===== src/design/mat4m_pkg.sv =====
package mat4m_pkg;

  localparam int DATA_W  = 32;
  localparam int PROD_W  = 2 * DATA_W;
  localparam int ACC_W   = PROD_W + 3;
  localparam int STEP_W  = 3;

  typedef struct packed {
    logic                     valid;
    logic [STEP_W-1:0]        step;
    logic signed [DATA_W-1:0] b;
  } tok_t;

  typedef struct packed {
    logic                     en;
    logic [STEP_W-1:0]        idx;
    logic signed [DATA_W-1:0] data;
  } wr_t;

  typedef struct packed {
    logic                    done;
    logic signed [ACC_W-1:0] acc;
  } res_t;

endpackage


===== src/design/mat4m_cell.sv =====
module mat4m_cell #(
  parameter int DIM       = 4,
  parameter int FRAC_BITS = 16
) (
  input  logic              clk,
  input  logic              rst,
  input  logic              adv,
  input  mat4m_pkg::wr_t    wr,
  input  mat4m_pkg::tok_t   tok_in,
  output mat4m_pkg::tok_t   tok_out,
  output mat4m_pkg::res_t   res
);
  import mat4m_pkg::*;

  localparam int E_W = $clog2(DIM);
  localparam logic signed [ACC_W-1:0] HALF = ACC_W'(1) << (FRAC_BITS - 1);

  logic signed [DATA_W-1:0] lrow [DIM];
  logic signed [PROD_W-1:0] mul;
  logic signed [PROD_W-1:0] prod;
  logic                     pvalid;
  logic [E_W-1:0]           pstep;
  logic signed [ACC_W-1:0]  acc;
  logic                     done;

  assign mul = PROD_W'(lrow[tok_in.step[E_W-1:0]]) * PROD_W'(tok_in.b);

  always_ff @(posedge clk) begin
    if (wr.en) begin
      lrow[wr.idx[E_W-1:0]] <= wr.data;
    end
  end

  always_ff @(posedge clk) begin
    if (rst) begin
      tok_out <= '0;
      pvalid  <= 1'b0;
      done    <= 1'b0;
    end else if (adv) begin
      tok_out <= tok_in;
      pvalid  <= tok_in.valid;
      done    <= pvalid && (pstep == E_W'(DIM - 1));
    end
  end

  always_ff @(posedge clk) begin
    if (adv) begin
      pstep <= tok_in.step[E_W-1:0];
      prod  <= mul;
      if (pvalid) begin
        if (pstep == '0) begin
          acc <= HALF + ACC_W'(prod);
        end else begin
          acc <= acc + ACC_W'(prod);
        end
      end
    end
  end

  assign res.done = done;
  assign res.acc  = acc;

endmodule

===== config.mk =====
export PLATFORM = sky130hd
export DESIGN_NAME = mat4m_cell
export DESIGN_NICKNAME = d
export VERILOG_FILES = /design/src/design/mat4m_pkg.sv /design/src/design/mat4m_cell.sv
export SDC_FILE = /design/constraint.sdc
export NUM_CORES = 2
export LEC_CHECK = 0
export ABC_AREA = 1
export BUFFER_PORTS_ARGS = -buffer_cell sky130_fd_sc_hd__clkbuf_2
export CAP_MARGIN = 20
export CORE_UTILIZATION = 35
export CTS_BUF_LIST = sky130_fd_sc_hd__clkbuf_4 sky130_fd_sc_hd__clkbuf_8
export DETAILED_ROUTE_END_ITERATION = 10
export PLACE_DENSITY = 0.55
export SYNTH_ARGS = -nofsm -noshare
export SYNTH_HDL_FRONTEND = slang
export SYNTH_SLANG_ARGS = --single-unit
export TNS_END_PERCENT = 20

===== constraint.sdc =====
create_clock -name clk -period 10.5 [get_ports clk]
set_clock_uncertainty 0.05 [all_clocks]
set_input_delay 1.05 -clock clk [delete_from_list [all_inputs] [get_ports clk]]
set_output_delay 1.05 -clock clk [all_outputs]
set_load 0.05 [all_outputs]

==> out/metrics.csv <==
stage,metric,value,unit
clocking,Clock Tree Buf Depth,3,
worst_setup_path,Critical Path Max Stage Delay,0.62,ns
grt,gr ovfl total,0,
sta,final hold viol count,0,
grt,initial antenna violation count,12,
grt,vias in the first global route,47100,
clocking,post-cts resize count,0,
detailed_routing,vias,45200,
final_layout,register area,8580,um^2
logic_synthesis,Adder-Cell Fraction of Synth Area,45.7,%
detailed_routing,Initial DRC Count,3807,
grt,gr usage total,25.9,%
sta,Max Clk Rate,112,MHz
logic_synthesis,ys flop type,edfxtp_1,
flow_run,Max Cap Viol,0,
outcome,outcome,"finished, final reports clean",
floorplan,row count,144,
logic_synthesis,Async SR Flop Fraction,0,%
sta,RSZ-0062 raised after global routing,no,
clocking,Clock H-tree levels,2,
final_layout,post-route cell area,59200,um^2
detailed_routing,remaining antenna violation count,0,
floorplan,die area,157000,um^2
sta,max-slew violation count,0,
detailed_routing,Detailed Route WL,200,mm
clocking,"Reg clk slew, reported paths",0.06,ns
logic_synthesis,Synth Cell Area,54400,um^2
logic_synthesis,synth unique cells,51,
floorplan,die height,396,um
grt,largest net degree at the start of global routing,76,
worst_setup_path,CP Class,primary input to register,
detailed_routing,DR pass1 iterations,6,
worst_setup_path,FF-to-FF setup slack,2.27,ns
clocking,CTS Root Cell,clkbuf_8,
placed_design,RePlAce Congestion,0.973,
clocking,Clock Latency Late Sink,0.75,ns
worst_setup_path,CP max-delay cell,fa_1,
placed_design,post-DP HPWL,165,mm
logic_synthesis,post-synthesis mux area share,0,%
sta,setup TNS,0,ns
floorplan,Core Footprint,154000,um^2
detailed_routing,drt drc,0,
detailed_routing,post-DR wirelength/cell,22.5,um
logic_synthesis,Post-synth EDFFs,261,
clocking,# hold bufs at CTS,0,
logic_synthesis,YS warnings,0,
logic_synthesis,Avg Synthesized Cell Area,8.19,um^2
logic_synthesis,Synth Register Bits,298,
placed_design,Area after DPL,57900,um^2
logic_synthesis,Synth Area in XOR/XNOR,1.60,%
worst_setup_path,critical path endpoint category,register,
sta,minimum clock period,8.94,ns
placed_design,Port Buffer Count,177,
final_layout,layout cells sized above 1,7.37,%
grt,first-pass GRT wire length,301,mm
sta,Worst slew margin,25.0,%
worst_setup_path,crit-path most repeated cell,fa_1,
logic_synthesis,syn_nets,8048,
clocking,CTS tree,done,
worst_setup_path,Worst Path Max Fanout,36,
clocking,clock sinks,298,
final_layout,multi-input logic area,39400,um^2
floorplan,Ports,179,
floorplan,Initial Util,35.3,%
logic_synthesis,post-synthesis simple-gate area fraction,21.4,%
sta,Least-Margin Pin Slew,1.12,ns
logic_synthesis,largest family of logic cells by synthesized area,adder cells,
sta,final critical-path share of the clock period,85.1,%
clocking,# Post-CTS Setup Buffers,0,
final_layout,Fill cells,16000,
final_layout,Nets,8200,
logic_synthesis,Synth Instances,6639,
worst_setup_path,Critical Path RT,10.85,ns
worst_hold_path,Hold WC Path Type,register to register,
floorplan,die width,396,um
detailed_routing,vias per std cell,5.08,
logic_synthesis,Synth Area in Compound Gates,3.80,%
final_layout,area growth from synthesis to layout,8.87,%
logic_synthesis,post-synthesis sequential area ratio,15.8,%
worst_setup_path,Critical Path Start Type,primary input,
sta,setup violators final,0,
worst_setup_path,Crit path arrival time,9.28,ns
clocking,TritonCTS Buffers,58,
-- cells by family after synthesis --
| group | after synthesis |
|---|---|
| AND/OR/NAND/NOR | 2865 |
| adder cells (fa/ha/maj) | 1334 |
| XOR/XNOR | 99 |
| buffers and inverters | 1684 |
| AO/OA/AOI/OAI | 359 |
| flip-flops | 298 |
-- critical path: cells and delay by family --
family                   cells  cell delay, ns
AO/OA/AOI/OAI                1            0.34
adder cells (fa/ha/maj)      9            4.69
AND/OR/NAND/NOR             11            1.74
buffers and inverters        8            1.44
-- final cells by class --
cell class	count	area share, %
diodes	5	0.0211
well taps	2044	4.32
flip-flops and latches	298	14.5
repair buffers	302	3.20
inverters	1474	9.35
multi-input cells	4657	66.6
clock inverters	35	0.507
clock buffers	72	1.54
-- worst paths after layout --
kind	startpoint	depth (start not counted)	to
worst max-delay path	tok_in[32]	29	prod[34]
worst min-delay path	tok_out[34]	2	tok_out[34]
worst max register to register	lrow[3][31]	27	prod[52]
worst min register to register	tok_out[34]	2	tok_out[34]
-- layout by cell type, fill, tap and decap left out, drive strengths merged, types with 45 or more instances in the layout --
cell / n
nand3: 250
inv: 1460
buf: 126
nor2: 923
clkbuf: 248
a21oi: 153
nor3: 45
o21ai: 107
ha: 251
fa: 1083
nand2: 1541
xor2: 69
edfxtp: 261
-- cells in the mapped netlist, drive strengths merged, types with 2 or more instances --
master / number / area (um^2)
nand2: 1541 / 5820
inv: 1461 / 5480
fa: 1083 / 21700
nor2: 923 / 3530
edfxtp: 261 / 7840
ha: 251 / 3140
nand3: 250 / 1300
a21oi: 153 / 777
clkbuf: 132 / 495
o21ai: 107 / 543
buf: 78 / 388
xor2: 69 / 604
nor3: 45 / 240
nand4: 41 / 257
dfxtp: 37 / 741
o21bai: 35 / 263
a211oi: 34 / 255
xnor2: 30 / 263
nor4: 22 / 180
or2: 21 / 131
nand3b: 18 / 135
clkinv: 13 / 48.8
a31oi: 10 / 62.6
a21o: 8 / 60.1
o211ai: 4 / 40.0
o31ai: 2 / 15.0
-- routing by layer --
layer | up-vias | wire length [um] | track usage (%)
met1 | 22600 | 82500 | 34.5
li1 | 20100 | - | -
met4 | 6 | 10100 | 10.8
met3 | 423 | 18700 | 5.16
met5 | - | 37 | 0
met2 | 2065 | 89000 | 41.1
-- through the flow --
stage	instances	util (%)	setup slack (ns)	hold slack, ns
floorplan	6639	-	1.85	0.401
global placement	8773	37.6	0.790	0.403
detailed placement	8774	37.6	0.790	0.404
CTS	8881	38.4	1.60	0.413
global route	8886	38.4	1.05	0.448
finish	8887	38.4	1.56	0.415
-- flip-flops by register name, indices dropped and copies added (netlist names) --
| register | cells |
|---|---|
| done | 1 |
| pvalid | 1 |
| pstep | 2 |
| prod | 64 |
| lrow | 128 |
| acc | 67 |
| tok_out | 35 |
Power is not shown: default switching activity piles up to over one toggle a cycle in this logic, so the estimate is an artifact.
